File: config.mk
export PLATFORM = sky130hd
export DESIGN_NAME = sql_text_literal_quoter_flat
export DESIGN_NICKNAME = d
export VERILOG_FILES = /design/src/design/stq_pkg.sv /design/src/design/stq_if.sv /design/src/design/sql_text_literal_quoter.sv /design/src/design/stq_expand.sv /design/src/design/stq_serializer.sv /design/src/flat_wrapper.sv
export SDC_FILE = /design/constraint.sdc
export NUM_CORES = 1
export LEC_CHECK = 0
export ABC_AREA = 1
export BUFFER_PORTS_ARGS = -buffer_cell sky130_fd_sc_hd__buf_4
export CORE_UTILIZATION = 49
export DETAILED_ROUTE_END_ITERATION = 10
export MAX_ROUTING_LAYER = met4
export PLACE_DENSITY = 0.67
export SYNTH_ARGS = -nofsm -noshare
export SYNTH_HDL_FRONTEND = slang
export SYNTH_HIERARCHICAL = 1
export SYNTH_SLANG_ARGS = --single-unit
File: constraint.sdc
create_clock -name clk -period 9.8 [get_ports clk]
set_clock_uncertainty 0.1 [all_clocks]
set_input_delay 0.98 -clock clk [delete_from_list [all_inputs] [get_ports clk]]
set_output_delay 0.98 -clock clk [all_outputs]
set_load 0.01 [all_outputs]
File: src/design/stq_pkg.sv
// stq_pkg: shared types and constants of the sql text literal quoter
// no dependencies; used by the interfaces, stq_expand, stq_serializer and the top level
`default_nettype none

package stq_pkg;

  localparam int unsigned BYTE_W  = 8;
  localparam int unsigned MAX_OUT = 8;
  localparam int unsigned CNT_W   = $clog2(MAX_OUT + 1);
  localparam int unsigned BODY_N  = 6;
  localparam int unsigned BODY_W  = $clog2(BODY_N + 1);

  // configuration port
  localparam int unsigned CFG_IDX_W  = 1;
  localparam int unsigned CFG_DATA_W = 1;
  localparam logic [CFG_IDX_W-1:0] REG_LINE_SPLIT = 1'd0;
  localparam logic [CFG_IDX_W-1:0] REG_JSON_MODE  = 1'd1;

  // characters that steer the quoting
  localparam logic [BYTE_W-1:0] CH_DQ = 8'h22;
  localparam logic [BYTE_W-1:0] CH_SQ = 8'h27;
  localparam logic [BYTE_W-1:0] CH_BS = 8'h5c;
  localparam logic [BYTE_W-1:0] CH_NL = 8'h0a;
  localparam logic [BYTE_W-1:0] CH_SP = 8'h20;

  typedef enum logic [1:0] {
    QM_OUT  = 2'd0,
    QM_IN   = 2'd1,
    QM_PEND = 2'd2,
    QM_NL   = 2'd3
  } qmode_t;

  // characters produced for one input beat, lowest index leaves first
  typedef struct packed {
    logic [MAX_OUT-1:0][BYTE_W-1:0] bytes;
    logic [CNT_W-1:0]               cnt;
    logic                           has_end;
    qmode_t                         qm_nxt;
  } stq_expand_t;

endpackage

`default_nettype wire

File: src/design/stq_if.sv
// stq_in_if / stq_out_if: valid-ready channels of the quoter
// depends on stq_pkg for the byte width
`default_nettype none

interface stq_in_if;
  logic                       valid;
  logic                       ready;
  logic [stq_pkg::BYTE_W-1:0] text_byte;
  logic                       first_byte;
  logic                       last_byte;

  modport source (output valid, text_byte, first_byte, last_byte, input ready);
  modport sink   (input valid, text_byte, first_byte, last_byte, output ready);
endinterface

interface stq_out_if;
  logic                       valid;
  logic                       ready;
  logic [stq_pkg::BYTE_W-1:0] out_byte;
  logic                       out_end;

  modport source (output valid, out_byte, out_end, input ready);
  modport sink   (input valid, out_byte, out_end, output ready);
endinterface

`default_nettype wire

File: src/design/sql_text_literal_quoter.sv
// sql_text_literal_quoter: top level, input register, quote state and configuration registers
// depends on stq_pkg, stq_if, stq_expand and stq_serializer
//
// Takes SQL text one byte per beat and emits one C or JSON string literal, one character per
// beat. A byte is registered, expanded into its characters (at most eight) and parked in a
// result register that drains one character per cycle while the receiver is ready. Plain
// text streams at one byte per cycle while the receiver is ready; an item that yields more
// characters holds further input back until the result register has drained. An item may
// also yield nothing (a dropped space). line_split and json_mode may be written only while
// no item is in flight; they apply from the next item on.
`default_nettype none

module sql_text_literal_quoter (
  input  wire logic                           clk,
  input  wire logic                           rst_n,
  stq_in_if.sink                              in_ch,
  stq_out_if.source                           out_ch,
  input  wire logic                           cfg_we,
  input  wire logic [stq_pkg::CFG_IDX_W-1:0]  cfg_index,
  input  wire logic [stq_pkg::CFG_DATA_W-1:0] cfg_wdata
);

  logic                       s1_valid_r;
  logic [stq_pkg::BYTE_W-1:0] s1_byte_r;
  logic                       s1_first_r;
  logic                       s1_last_r;
  stq_pkg::qmode_t            quote_mode_r;
  logic                       line_split_r;
  logic                       json_mode_r;

  stq_pkg::stq_expand_t       exp_res;
  logic                       ser_free;
  logic                       advance;
  logic                       accept;

  assign advance     = s1_valid_r && ser_free;
  assign in_ch.ready = !s1_valid_r || advance;
  assign accept      = in_ch.valid && in_ch.ready;

  stq_expand u_expand (
    .text_byte  (s1_byte_r),
    .first_byte (s1_first_r),
    .last_byte  (s1_last_r),
    .quote_mode (quote_mode_r),
    .line_split (line_split_r),
    .json_mode  (json_mode_r),
    .result     (exp_res)
  );

  stq_serializer u_serializer (
    .clk    (clk),
    .rst_n  (rst_n),
    .load   (advance),
    .exp_in (exp_res),
    .free   (ser_free),
    .out_ch (out_ch)
  );

  always_ff @(posedge clk) begin
    if (!rst_n) begin
      s1_valid_r   <= 1'b0;
      quote_mode_r <= stq_pkg::QM_OUT;
      line_split_r <= 1'b0;
      json_mode_r  <= 1'b0;
    end else begin
      if (accept) begin
        s1_valid_r <= 1'b1;
      end else if (advance) begin
        s1_valid_r <= 1'b0;
      end
      if (advance) begin
        quote_mode_r <= exp_res.qm_nxt;
      end
      if (cfg_we) begin
        case (cfg_index)
          stq_pkg::REG_LINE_SPLIT: line_split_r <= cfg_wdata[0];
          stq_pkg::REG_JSON_MODE:  json_mode_r  <= cfg_wdata[0];
          default: ;
        endcase
      end
    end
    if (accept) begin
      s1_byte_r  <= in_ch.text_byte;
      s1_first_r <= in_ch.first_byte;
      s1_last_r  <= in_ch.last_byte;
    end
  end

  a_state_only_on_advance: assert property (@(posedge clk) disable iff (!rst_n)
    (!advance && !$past(!rst_n)) |=> (quote_mode_r == $past(quote_mode_r)))
    else $error("quote state moved without a beat");

  a_closed_after_last: assert property (@(posedge clk) disable iff (!rst_n)
    (advance && s1_last_r) |=> (quote_mode_r == stq_pkg::QM_OUT))
    else $error("quote state not cleared after closing quote");

  a_hold_when_stalled: assert property (@(posedge clk) disable iff (!rst_n)
    (s1_valid_r && !advance) |=> (s1_valid_r && $stable(s1_byte_r)))
    else $error("registered byte lost while stalled");

endmodule

`default_nettype wire

File: src/design/stq_expand.sv
// stq_expand: maps one registered input byte and the quote state to its output characters
// depends on stq_pkg (types, characters)
`default_nettype none

module stq_expand (
  input  wire logic [stq_pkg::BYTE_W-1:0] text_byte,
  input  wire logic                       first_byte,
  input  wire logic                       last_byte,
  input  stq_pkg::qmode_t                 quote_mode,
  input  wire logic                       line_split,
  input  wire logic                       json_mode,
  output stq_pkg::stq_expand_t            result
);

  localparam logic [7:0] ESC_A = "a";
  localparam logic [7:0] ESC_B = "b";
  localparam logic [7:0] ESC_F = "f";
  localparam logic [7:0] ESC_N = "n";
  localparam logic [7:0] ESC_R = "r";
  localparam logic [7:0] ESC_T = "t";
  localparam logic [7:0] ESC_V = "v";
  localparam logic [7:0] ESC_U = "u";
  localparam logic [7:0] ESC_X = "x";
  localparam logic [7:0] ESC_0 = "0";

  typedef struct packed {
    logic [stq_pkg::BODY_N-1:0][stq_pkg::BYTE_W-1:0] b;
    logic [stq_pkg::BODY_W-1:0]                      n;
  } esc_t;

  function automatic logic [7:0] hex_digit(input logic [3:0] v);
    logic [7:0] base;
    base = (v < 4'd10) ? 8'h30 : 8'h57;
    return {4'b0000, v} + base;
  endfunction

  function automatic esc_t escape(input logic [7:0] c, input logic json);
    esc_t       r;
    logic [7:0] e;
    r = '0;
    e = 8'h00;
    case (c)
      stq_pkg::CH_DQ: e = stq_pkg::CH_DQ;
      stq_pkg::CH_BS: e = stq_pkg::CH_BS;
      8'h08:          e = ESC_B;
      8'h0c:          e = ESC_F;
      stq_pkg::CH_NL: e = ESC_N;
      8'h0d:          e = ESC_R;
      8'h09:          e = ESC_T;
      8'h07:          e = json ? 8'h00 : ESC_A;
      8'h0b:          e = json ? 8'h00 : ESC_V;
      default:        e = 8'h00;
    endcase
    if (e != 8'h00) begin
      r.b[0] = stq_pkg::CH_BS;
      r.b[1] = e;
      r.n    = 3'd2;
    end else if (json && c < 8'd32) begin
      r.b[0] = stq_pkg::CH_BS;
      r.b[1] = ESC_U;
      r.b[2] = ESC_0;
      r.b[3] = ESC_0;
      r.b[4] = hex_digit(c[7:4]);
      r.b[5] = hex_digit(c[3:0]);
      r.n    = 3'd6;
    end else if (!json && (c < 8'd32 || c >= 8'd128)) begin
      r.b[0] = stq_pkg::CH_BS;
      r.b[1] = ESC_X;
      r.b[2] = hex_digit(c[7:4]);
      r.b[3] = hex_digit(c[3:0]);
      r.n    = 3'd4;
    end else begin
      r.b[0] = c;
      r.n    = 3'd1;
    end
    return r;
  endfunction

  esc_t                                            esc;
  stq_pkg::qmode_t                                 qm0;
  stq_pkg::qmode_t                                 nm;
  logic                                            do_out;
  logic                                            pre_nl;
  logic [stq_pkg::BODY_N-1:0][stq_pkg::BYTE_W-1:0] body;
  logic [stq_pkg::BODY_W-1:0]                      bn;
  logic [1:0][stq_pkg::BYTE_W-1:0]                 suf;
  logic [1:0]                                      sn;
  logic [stq_pkg::CNT_W-1:0]                       pn;
  logic [stq_pkg::CNT_W-1:0]                       pos;
  logic [stq_pkg::CNT_W-1:0]                       off_b;
  logic [stq_pkg::CNT_W-1:0]                       off_s;

  always_comb begin
    esc    = escape(text_byte, json_mode);
    qm0    = first_byte ? stq_pkg::QM_OUT : quote_mode;
    nm     = qm0;
    do_out = 1'b0;
    pre_nl = 1'b0;
    body   = '0;
    bn     = '0;
    suf    = '0;
    sn     = 2'd0;

    case (qm0)
      stq_pkg::QM_OUT: begin
        do_out = 1'b1;
      end
      stq_pkg::QM_IN: begin
        if (text_byte == stq_pkg::CH_SQ) begin
          body[0] = stq_pkg::CH_SQ;
          bn      = 3'd1;
          nm      = stq_pkg::QM_PEND;
        end else begin
          body = esc.b;
          bn   = esc.n;
        end
      end
      stq_pkg::QM_PEND: begin
        if (text_byte == stq_pkg::CH_SQ) begin
          body[0] = stq_pkg::CH_SQ;
          bn      = 3'd1;
          nm      = stq_pkg::QM_IN;
        end else begin
          do_out = 1'b1;
        end
      end
      stq_pkg::QM_NL: begin
        // spaces after a newline: kept as indent or dropped
        if (text_byte == stq_pkg::CH_SP) begin
          if (line_split) begin
            body[0] = stq_pkg::CH_SP;
            bn      = 3'd1;
          end
        end else begin
          pre_nl = line_split;
          do_out = 1'b1;
        end
      end
      default: begin
        do_out = 1'b1;
      end
    endcase

    if (do_out) begin
      nm = stq_pkg::QM_OUT;
      if (text_byte == stq_pkg::CH_SQ) begin
        body[0] = stq_pkg::CH_SQ;
        bn      = 3'd1;
        nm      = stq_pkg::QM_IN;
      end else if (text_byte == stq_pkg::CH_NL) begin
        nm = stq_pkg::QM_NL;
        if (line_split) begin
          body[0] = stq_pkg::CH_SP;
          body[1] = stq_pkg::CH_DQ;
          body[2] = stq_pkg::CH_NL;
          body[3] = stq_pkg::CH_SP;
          body[4] = stq_pkg::CH_SP;
          bn      = 3'd5;
        end else begin
          body[0] = stq_pkg::CH_SP;
          bn      = 3'd1;
        end
      end else begin
        body = esc.b;
        bn   = esc.n;
      end
    end

    if (last_byte) begin
      suf[0] = stq_pkg::CH_DQ;
      suf[1] = stq_pkg::CH_DQ;
      sn     = (nm == stq_pkg::QM_NL && line_split) ? 2'd2 : 2'd1;
      nm     = stq_pkg::QM_OUT;
    end

    // opening quote of the string, or reopening after a part break
    pn = {{(stq_pkg::CNT_W-1){1'b0}}, (first_byte || pre_nl)};

    result.bytes   = '0;
    result.cnt     = pn + {{(stq_pkg::CNT_W-stq_pkg::BODY_W){1'b0}}, bn}
                        + {{(stq_pkg::CNT_W-2){1'b0}}, sn};
    result.has_end = last_byte;
    result.qm_nxt  = nm;

    for (int i = 0; i < stq_pkg::MAX_OUT; i++) begin
      pos   = stq_pkg::CNT_W'(i);
      off_b = pos - pn;
      off_s = off_b - {{(stq_pkg::CNT_W-stq_pkg::BODY_W){1'b0}}, bn};
      if (pos < pn) begin
        result.bytes[i] = stq_pkg::CH_DQ;
      end else if (off_b < {{(stq_pkg::CNT_W-stq_pkg::BODY_W){1'b0}}, bn}) begin
        result.bytes[i] = body[off_b[stq_pkg::BODY_W-1:0]];
      end else if (off_s < {{(stq_pkg::CNT_W-2){1'b0}}, sn}) begin
        result.bytes[i] = suf[off_s[0]];
      end else begin
        result.bytes[i] = '0;
      end
    end
  end

endmodule

`default_nettype wire

File: src/design/stq_serializer.sv
// stq_serializer: result register of one beat's characters; drains one a cycle while taken
// depends on stq_pkg (stq_expand_t) and stq_out_if
`default_nettype none

module stq_serializer (
  input  wire logic            clk,
  input  wire logic            rst_n,
  input  wire logic            load,
  input  stq_pkg::stq_expand_t exp_in,
  output logic                 free,
  stq_out_if.source            out_ch
);

  logic [stq_pkg::MAX_OUT-1:0][stq_pkg::BYTE_W-1:0] buf_r, buf_nxt;
  logic [stq_pkg::CNT_W-1:0]                        cnt_r, cnt_nxt;
  logic                                             end_r, end_nxt;
  logic                                             take;

  assign out_ch.valid    = (cnt_r != '0);
  assign out_ch.out_byte = buf_r[0];
  assign out_ch.out_end  = end_r && (cnt_r == stq_pkg::CNT_W'(1));
  assign take            = out_ch.valid && out_ch.ready;
  // room for a new beat once the last held character leaves
  assign free = (cnt_r == '0) || ((cnt_r == stq_pkg::CNT_W'(1)) && out_ch.ready);

  always_comb begin
    buf_nxt = buf_r;
    cnt_nxt = cnt_r;
    end_nxt = end_r;
    if (load) begin
      buf_nxt = exp_in.bytes;
      cnt_nxt = exp_in.cnt;
      end_nxt = exp_in.has_end;
    end else if (take) begin
      buf_nxt = {{stq_pkg::BYTE_W{1'b0}}, buf_r[stq_pkg::MAX_OUT-1:1]};
      cnt_nxt = cnt_r - stq_pkg::CNT_W'(1);
    end
  end

  always_ff @(posedge clk) begin
    if (!rst_n) begin
      cnt_r <= '0;
    end else begin
      cnt_r <= cnt_nxt;
    end
    buf_r <= buf_nxt;
    end_r <= end_nxt;
  end

  a_load_when_free: assert property (@(posedge clk) disable iff (!rst_n)
    load |-> free)
    else $error("beat loaded while characters still held");

  a_cnt_bound: assert property (@(posedge clk) disable iff (!rst_n)
    cnt_r <= stq_pkg::CNT_W'(stq_pkg::MAX_OUT))
    else $error("character count above buffer depth");

  a_drain_step: assert property (@(posedge clk) disable iff (!rst_n)
    (take && !load && cnt_r > stq_pkg::CNT_W'(1)) |=> (cnt_r == $past(cnt_r) - 1'b1))
    else $error("drain did not step by one character");

  a_end_not_empty: assert property (@(posedge clk) disable iff (!rst_n)
    (load && exp_in.has_end) |-> (exp_in.cnt != '0))
    else $error("closing beat carries no characters");

endmodule

`default_nettype wire

File: src/flat_wrapper.sv
// flat-port wrapper written by rule: the top's interface ports become plain ports
module sql_text_literal_quoter_flat 
  (clk, rst_n, cfg_we, cfg_index, cfg_wdata, in_ch_valid, in_ch_text_byte, in_ch_first_byte, in_ch_last_byte, in_ch_ready, out_ch_valid, out_ch_out_byte, out_ch_out_end, out_ch_ready);
  stq_in_if in_ch_i ();
  stq_out_if out_ch_i ();
  input  wire logic clk;
  input  wire logic rst_n;
  input  wire logic cfg_we;
  input  wire logic [stq_pkg::CFG_IDX_W-1:0] cfg_index;
  input  wire logic [stq_pkg::CFG_DATA_W-1:0] cfg_wdata;
  input wire logic [$bits(in_ch_i.valid)-1:0] in_ch_valid;
  input wire logic [$bits(in_ch_i.text_byte)-1:0] in_ch_text_byte;
  input wire logic [$bits(in_ch_i.first_byte)-1:0] in_ch_first_byte;
  input wire logic [$bits(in_ch_i.last_byte)-1:0] in_ch_last_byte;
  output wire logic [$bits(in_ch_i.ready)-1:0] in_ch_ready;
  output wire logic [$bits(out_ch_i.valid)-1:0] out_ch_valid;
  output wire logic [$bits(out_ch_i.out_byte)-1:0] out_ch_out_byte;
  output wire logic [$bits(out_ch_i.out_end)-1:0] out_ch_out_end;
  input wire logic [$bits(out_ch_i.ready)-1:0] out_ch_ready;
  assign in_ch_i.valid = in_ch_valid;
  assign in_ch_i.text_byte = in_ch_text_byte;
  assign in_ch_i.first_byte = in_ch_first_byte;
  assign in_ch_i.last_byte = in_ch_last_byte;
  assign in_ch_ready = in_ch_i.ready;
  assign out_ch_valid = out_ch_i.valid;
  assign out_ch_out_byte = out_ch_i.out_byte;
  assign out_ch_out_end = out_ch_i.out_end;
  assign out_ch_i.ready = out_ch_ready;
  sql_text_literal_quoter u_core (.clk(clk), .rst_n(rst_n), .in_ch(in_ch_i), .out_ch(out_ch_i), .cfg_we(cfg_we), .cfg_index(cfg_index), .cfg_wdata(cfg_wdata));
endmodule
==> run metrics, run 1 <==
status=completed; layout cell share with drive strength beyond 1=roughly 9%; Clock Tree Buf Depth=2; Yosys top cell by area=edfxtp_1; routing usage on met3=around 5.2%; EDFF count, synth=between 70 and 80; CTS tree=built; maximum vdd drop=approximately 120 µV; CTS buffer count=9; # diodes=0; fmax=between 200 and 250 MHz; arrival time of the worst setup path=about 4.4 ns; Syn Inst Count=810; Synth Cell Area=about 0.006 mm²; CTS root buf=clkbuf_16; # rows=40; Remaining Overflow, GRT=0; nets=868; Top Ports=28; Fillers=1163; async set-or-reset flop fraction in the synthesized netlist=0%; effective utilization at floorplan=50.2%; Final Hold Viols=0; drt wl/cell=between 15 and 20 µm; CP delay by family, top=simple AND/OR/NAND/NOR gates; H-Tree Level Count=3; PD cells=approximately 270 mW/mm²; die area=~0.013 mm²; Leak=about 3.2 nW; Vias/cell=between 5 and 6; post-route ant nets=0; largest net degree at the start of global routing=between 70 and 80; maxcap violations=0; startpoint types=register; CP max stage cell=fa_1; min Tclk post-route=4.23 ns; initial antenna violation count=0; Power Total=0.00177 W; CP max FO=8; max-slew violation count=0; Ys Warns=6; placed insts=about 950; number of port buffers=27; Die Ht=roughly 110 µm; setup_tns=0 ns; clk slew on worst S/H paths=roughly 0.06 ns; Initial DRT Pass Iterations=6; r2r setup slk=between 5 and 6 ns; Max transition margin=34.0%; DRT iter0 DRCs=472; Area contributors post-synth=edfxtp_1 (37%), nand2_1 (19%), ha_1 (5.6%); ys flop type=edfxtp_1; met1 usage=approximately 33%; crit-path max cell delay=about 0.5 ns; HP Class=register to register; area delta synth->final=7.65%; global-route wire length before repair=about 24000 µm; post-synth cell types=44; width of the die=~110 µm; Setup Crit Path Kind=register to register; post-route clock period utilization=43.1%; detailed placer's ending HPWL=between 10000 and 15000 µm; routing usage on met2=around 39%; worst-path cell chain=inv_1, nand2_1, nor2_2, nand3_1, nand2_1, nor2_4, nand2_2, nor2_8, nand2_2, nor2_1, o31ai_1, inv_1, ha_1, fa_1, fa_1, inv_1, nor4_1, nand3_1, o21ai_1, nand2_1, nand2_1; Crit. End Element=register; share of the synthesized area in the top cell type=37.3%; quantity of gates resized following cts=0; gr busiest metal=met2; sequential cell area fraction in the yosys report=just over 40%; WP data required=9.92 ns; final std cells w/o fill=969; Post-route DRC=0; Worst-Margin Slew=between 0.9 and 1 ns; vias in the first global route=around 5000; core footprint=about 0.012 mm²; gpl congestion=between 1 and 1.5; # hold bufs at CTS=0; Syn Area/Cell=approximately 7.5 µm²; RSZ-0062 raised after global routing=false; flops & latches, synth=84; GRT Util Overall=between 20% and 30%; total routed wirelength=14900 µm; clk sinks=84; Worst-Skew Late Latency=around 0.35 ns; final setup vio count=0; Buf/Inv on CP=3; CP dominant cell by count=nand2_1; total setup buffers inserted after CTS=0; vias=roughly 5200
[through the flow]
stage	cell area (µm²)	setup slack, ns	hold slack (ns)	utilization [%]
3_5_place_dp	6170	5.63	0.398	51.4
4_1_cts	6500	5.61	0.407	54.1
3_3_place_gp	6170	5.72	0.387	51.4
5_1_grt	6500	5.21	0.422	54.1
2_1_floorplan	6070	6.10	0.371	-
6_report	6500	5.57	0.403	54.1
[final cells by class]
cell class | count | area [µm²] | area share (%)
Clock inverter | 7 | 98.8 | 1.52
Clock buffer | 9 | 225 | 3.47
Multi-Input combinational cell | 594 | 2960 | 45.5
Inverter | 99 | 382 | 5.87
Timing Repair Buffer | 29 | 218 | 3.35
Tap cell | 147 | 184 | 2.83
Sequential cell | 84 | 2430 | 37.4
[power breakdown]
part	leakage, nW	switching, W	internal (W)
registers	0.805	0.0000568	0.000627
logic	2.23	0.000487	0.000224
clock network	0.162	0.000148	0.000225
total	3.20	0.000692	0.00108
[layer usage]
layer	wire length (µm)	vias up	share of wire, %
li1	-	2577	-
met4	564	0	3.8
met2	6620	171	44
met1	6710	2370	45
met5	0	-	0
met3	978	36	6.6
[flip-flops by register name, indices dropped and copies added, names as in the netlist]
signal / cells
u_core/json_mode_r: 1
u_core/line_split_r: 1
u_core/quote_mode_r: 2
u_core/s1_byte_r: 8
u_core/s1_first_r: 1
u_core/s1_last_r: 1
u_core/s1_valid_r: 1
u_core/u_serializer/buf_r: 56
u_core/u_serializer/cnt_r: 4
u_core/u_serializer/end_r: 1
u_core/u_serializer/out_ch.out_byte: 8
[path summary, 6_finish.rpt]
path	startpoint	to	cells after the start
setup / recovery	u_core/s1_byte_r[5]$_DFFE_PP_	u_core/u_serializer/buf_r[37]$_DFFE_PP_	21
hold / removal	u_core/u_serializer/buf_r[36]$_DFFE_PP_	u_core/u_serializer/buf_r[28]$_DFFE_PP_	2
setup reg to reg	u_core/s1_byte_r[5]$_DFFE_PP_	u_core/u_serializer/buf_r[37]$_DFFE_PP_	21
hold reg to reg	u_core/u_serializer/buf_r[36]$_DFFE_PP_	u_core/u_serializer/buf_r[28]$_DFFE_PP_	2
[cells in the mapped netlist, types with 2 or more instances]
library cell / n
a21oi_1: 34
buf_2: 10
buf_4: 28
buf_6: 2
clkbuf_1: 2
clkinv_2: 2
dfxtp_1: 9
edfxtp_1: 75
fa_1: 7
ha_1: 27
inv_1: 90
inv_2: 5
nand2_1: 310
nand2_2: 8
nand2_4: 4
nand3_1: 43
nand4_1: 6
nor2_1: 65
nor2_2: 3
nor2_4: 3
nor3_1: 7
nor4_1: 2
o21ai_0: 28
o21ai_1: 7
o21bai_1: 2
o22ai_1: 8
o31ai_1: 2
o32ai_1: 2
xnor2_1: 2
xor2_1: 3
[cell usage in the layout (no fill, tap or decap), types with 9 or more instances in the layout]
cell type,instances
inv_1,90
dfxtp_1,9
a21oi_1,33
nor2_1,65
o21ai_0,28
buf_4,29
nand3_1,43
clkbuf_16,9
edfxtp_1,75
conb_1,11
nand2_1,310
ha_1,27
[kinds of logic (layout without fill, tap and decap cells)]
kind of cell,after synthesis,after routing,synth area share (%)
AO/OA/AOI/OAI,87,87,7.84
XOR/XNOR,5,5,0.726
adder cells (fa/ha/maj),34,34,7.92
buffers and inverters,142,144,11.4
flip-flops,84,84,40.3
other,1,11,0.0621
AND/OR/NAND/NOR,457,457,31.8
[tightest hold or removal path, stage by stage, from the launching register on]
cell      delay, ns
edfxtp_1       0.32
nand2_1        0.05
nand2_1        0.04
No activity file was read; power rests on OpenSTA's default activity.
==> run 2: changes to the inputs <==
PLACE_DENSITY = 0.69   (was 0.67)
clock period = 3.7 ns   (was 9.8 ns; I/O delays follow)
==> run metrics, run 2 (synthesized netlist as in run 1, its figures left out) <==
sequential cell area=0.00243 mm² (unchanged); sequential power share=38.3% (-0.4 points); max-slew violation count=0 (unchanged); Setup Crit Path Kind=register to register; core footprint=0.0120 mm² (unchanged); Worst-Skew Late Latency=0.35 ns (about the same); DR WL met2=7230 µm (+9.2%); DRT iter0 DRCs=486 (+3.0%); effective utilization at floorplan=50.2% (unchanged); Die Ht=113 µm (unchanged); switching power=0.00189 W (+170%); hold path start=in_ch_text_byte[2]; drt wl/cell=15.1 µm (-1.8%); RSZ-0062 raised after global routing=true; most flop-heavy register=u_core/u_serializer/buf_r; number of flip-flops in the largest register=56 (unchanged); maxcap violations=0 (unchanged); width of the die=113 µm (unchanged); # diodes=0 (unchanged); Power Total=0.00474 W (+170%); Initial DRT Pass Iterations=5 (-1); largest net degree at the start of global routing=73 (unchanged); Clock Tree Buf Depth=2 (unchanged); arrival time of the worst setup path=3.78 ns (-0.57 ns); CP max FO=3 (-5); met1 wire length=7130 µm (+6.2%); layout cell share with drive strength beyond 1=19.3% (+10 points); post-route ant nets=0 (unchanged); # hold bufs at CTS=0 (unchanged); crit path launch=u_core/s1_byte_r[5]$_DFFE_PP_; Vias/cell=5.14 (-3.3%); final setup vio count=0 (unchanged); Multi-input gate area=0.00315 mm² (+6.5%); total routed wirelength=15400 µm (+3.3%); clk sinks=84 (unchanged); commonest non-fill, non-tap cells in the layout=nand2_1 (300), inv_1 (81), buf_4 (77), edfxtp_1 (75), nor2_1 (56); clk slew on worst S/H paths=0.06 ns (about the same); Clock power frac=17.5% (-3.6 points); min Tclk post-route=3.66 ns (-0.569 ns); met3 WL=717 µm (-27%); r2r setup slk=0.04 ns (-5.53 ns); vias in the first global route=4970 (+0.30%); global-route wire length before repair=24700 µm (+0.96%); Switching Share=40.0% (+0.86 points); worst reg2reg path startpoint=u_core/s1_byte_r[5]$_DFFE_PP_; Crit. End Element=register; number of port buffers=27 (unchanged); WP data required=3.82 ns (-6.10 ns); vias=5241 (+1.7%); H-Tree Level Count=3 (unchanged); maximum vdd drop=372 µV (+220%); # rows=40 (unchanged); gpl congestion=0.946 (-6.6%); area delta synth->final=16.2%; most common cell after layout, fill and taps aside=nand2_1; Remaining Overflow, GRT=0 (unchanged); Max Used Layer=met4; CTS root buf=clkbuf_16; Final Hold Viols=0 (unchanged); Leak=3.41 nW (+6.7%); GRT Util Overall=26.0% (+0.32 points); CTS tree=built; setup_tns=0 ns (unchanged); CTS buffer count=9 (unchanged); Fillers=1134 (-2.5%); Post-route DRC=0 (unchanged); internal power=0.00284 W (+160%); PD cells=676 mW/mm² (+150%); Max transition margin=30.1% (-3.9 points); status=completed; detailed placer's ending HPWL=11400 µm (+1.7%); post-route clock period utilization=98.8% (+56 points); Comb pwr share=44.2% (+4.0 points); Top Ports=28 (unchanged); nets=918 (+5.8%); HP Class=input pin to register; fmax=273 MHz (+16%); Worst-Margin Slew=1.05 ns (+0.0581 ns); die area=0.0128 mm² (unchanged); initial antenna violation count=0 (unchanged); startpoint types=register
run 2: cell type report:
class	count	share of cell area, %
Tap cell	147	2.62
Timing Repair Buffer	79	8.56
Multi-Input combinational cell	594	44.9
Clock inverter	7	0.589
Inverter	99	5.44
Clock buffer	9	3.21
Sequential cell	84	34.7
run 2: layer usage:
| layer | vias to the layer above | global-route usage, % |
|---|---|---|
| met5 | - | - |
| met4 | 0 | 8.51 |
| met3 | 20 | 4.23 |
| met2 | 146 | 41.9 |
| met1 | 2392 | 33.6 |
| li1 | 2683 | - |
run 2: power groups by stage:
| stage | sequential (W) | clock, W | combinational (W) |
|---|---|---|---|
| after floorplan | 0.00178 | 0 | 0.00148 |
| after global placement | 0.00182 | 0 | 0.00194 |
| after detailed placement | 0.00183 | 0 | 0.00197 |
| after CTS | 0.00182 | 0.000850 | 0.00200 |
| after global routing | 0.00186 | 0.000880 | 0.00237 |
| final | 0.00181 | 0.000830 | 0.00210 |
run 2: repair_timing:
action | in CTS | in global routing
pin swaps | 2 | 23
endpoints found under the setup margin | 2 | 34
buffers inserted | 5 | 5
resized for setup | 3 | 55
hold endpoints to repair | 0 | 0
run 2: path summary, 6_finish.rpt:
check | to | cells after the start
worst max register to register | u_core/u_serializer/buf_r[37]$_DFFE_PP_ | 21
worst max-delay path | u_core/u_serializer/buf_r[37]$_DFFE_PP_ | 21
worst min-delay path | u_core/s1_byte_r[2]$_DFFE_PP_ | 1
worst min register to register | u_core/u_serializer/cnt_r[1]$_SDFFE_PN0P_ | 2
run 2: stage by stage:
step	worst slack, ns	hold WS [ns]	cells	instance area (µm²)	util (%)
after floorplan	0.0365	0.369	820	6080	-
after global placement	0.0264	0.384	993	6480	53.9
after detailed placement	-0.0526	0.395	993	6480	53.9
after CTS	0.0193	0.0814	1014	6790	56.5
after global routing	-0.141	0.0830	1019	7010	58.4
final	0.0435	0.0921	1019	7010	58.4
run 2: worst max-delay path, cell delays in order, from the launching register on:
cell	delay, ns
edfxtp_1	0.41
buf_4	0.15
nand2_1	0.08
nor2_4	0.15
clkinv_1	0.10
nor2_2	0.10
nor2_2	0.07
nand2_4	0.10
nor2_8	0.04
nand2_4	0.07
nor2_4	0.03
o31ai_2	0.23
inv_2	0.09
ha_4	0.18
fa_2	0.41
fa_2	0.55
inv_2	0.05
nor4_2	0.17
nand3_1	0.17
o21ai_1	0.12
nand2_1	0.07
nand2_1	0.08
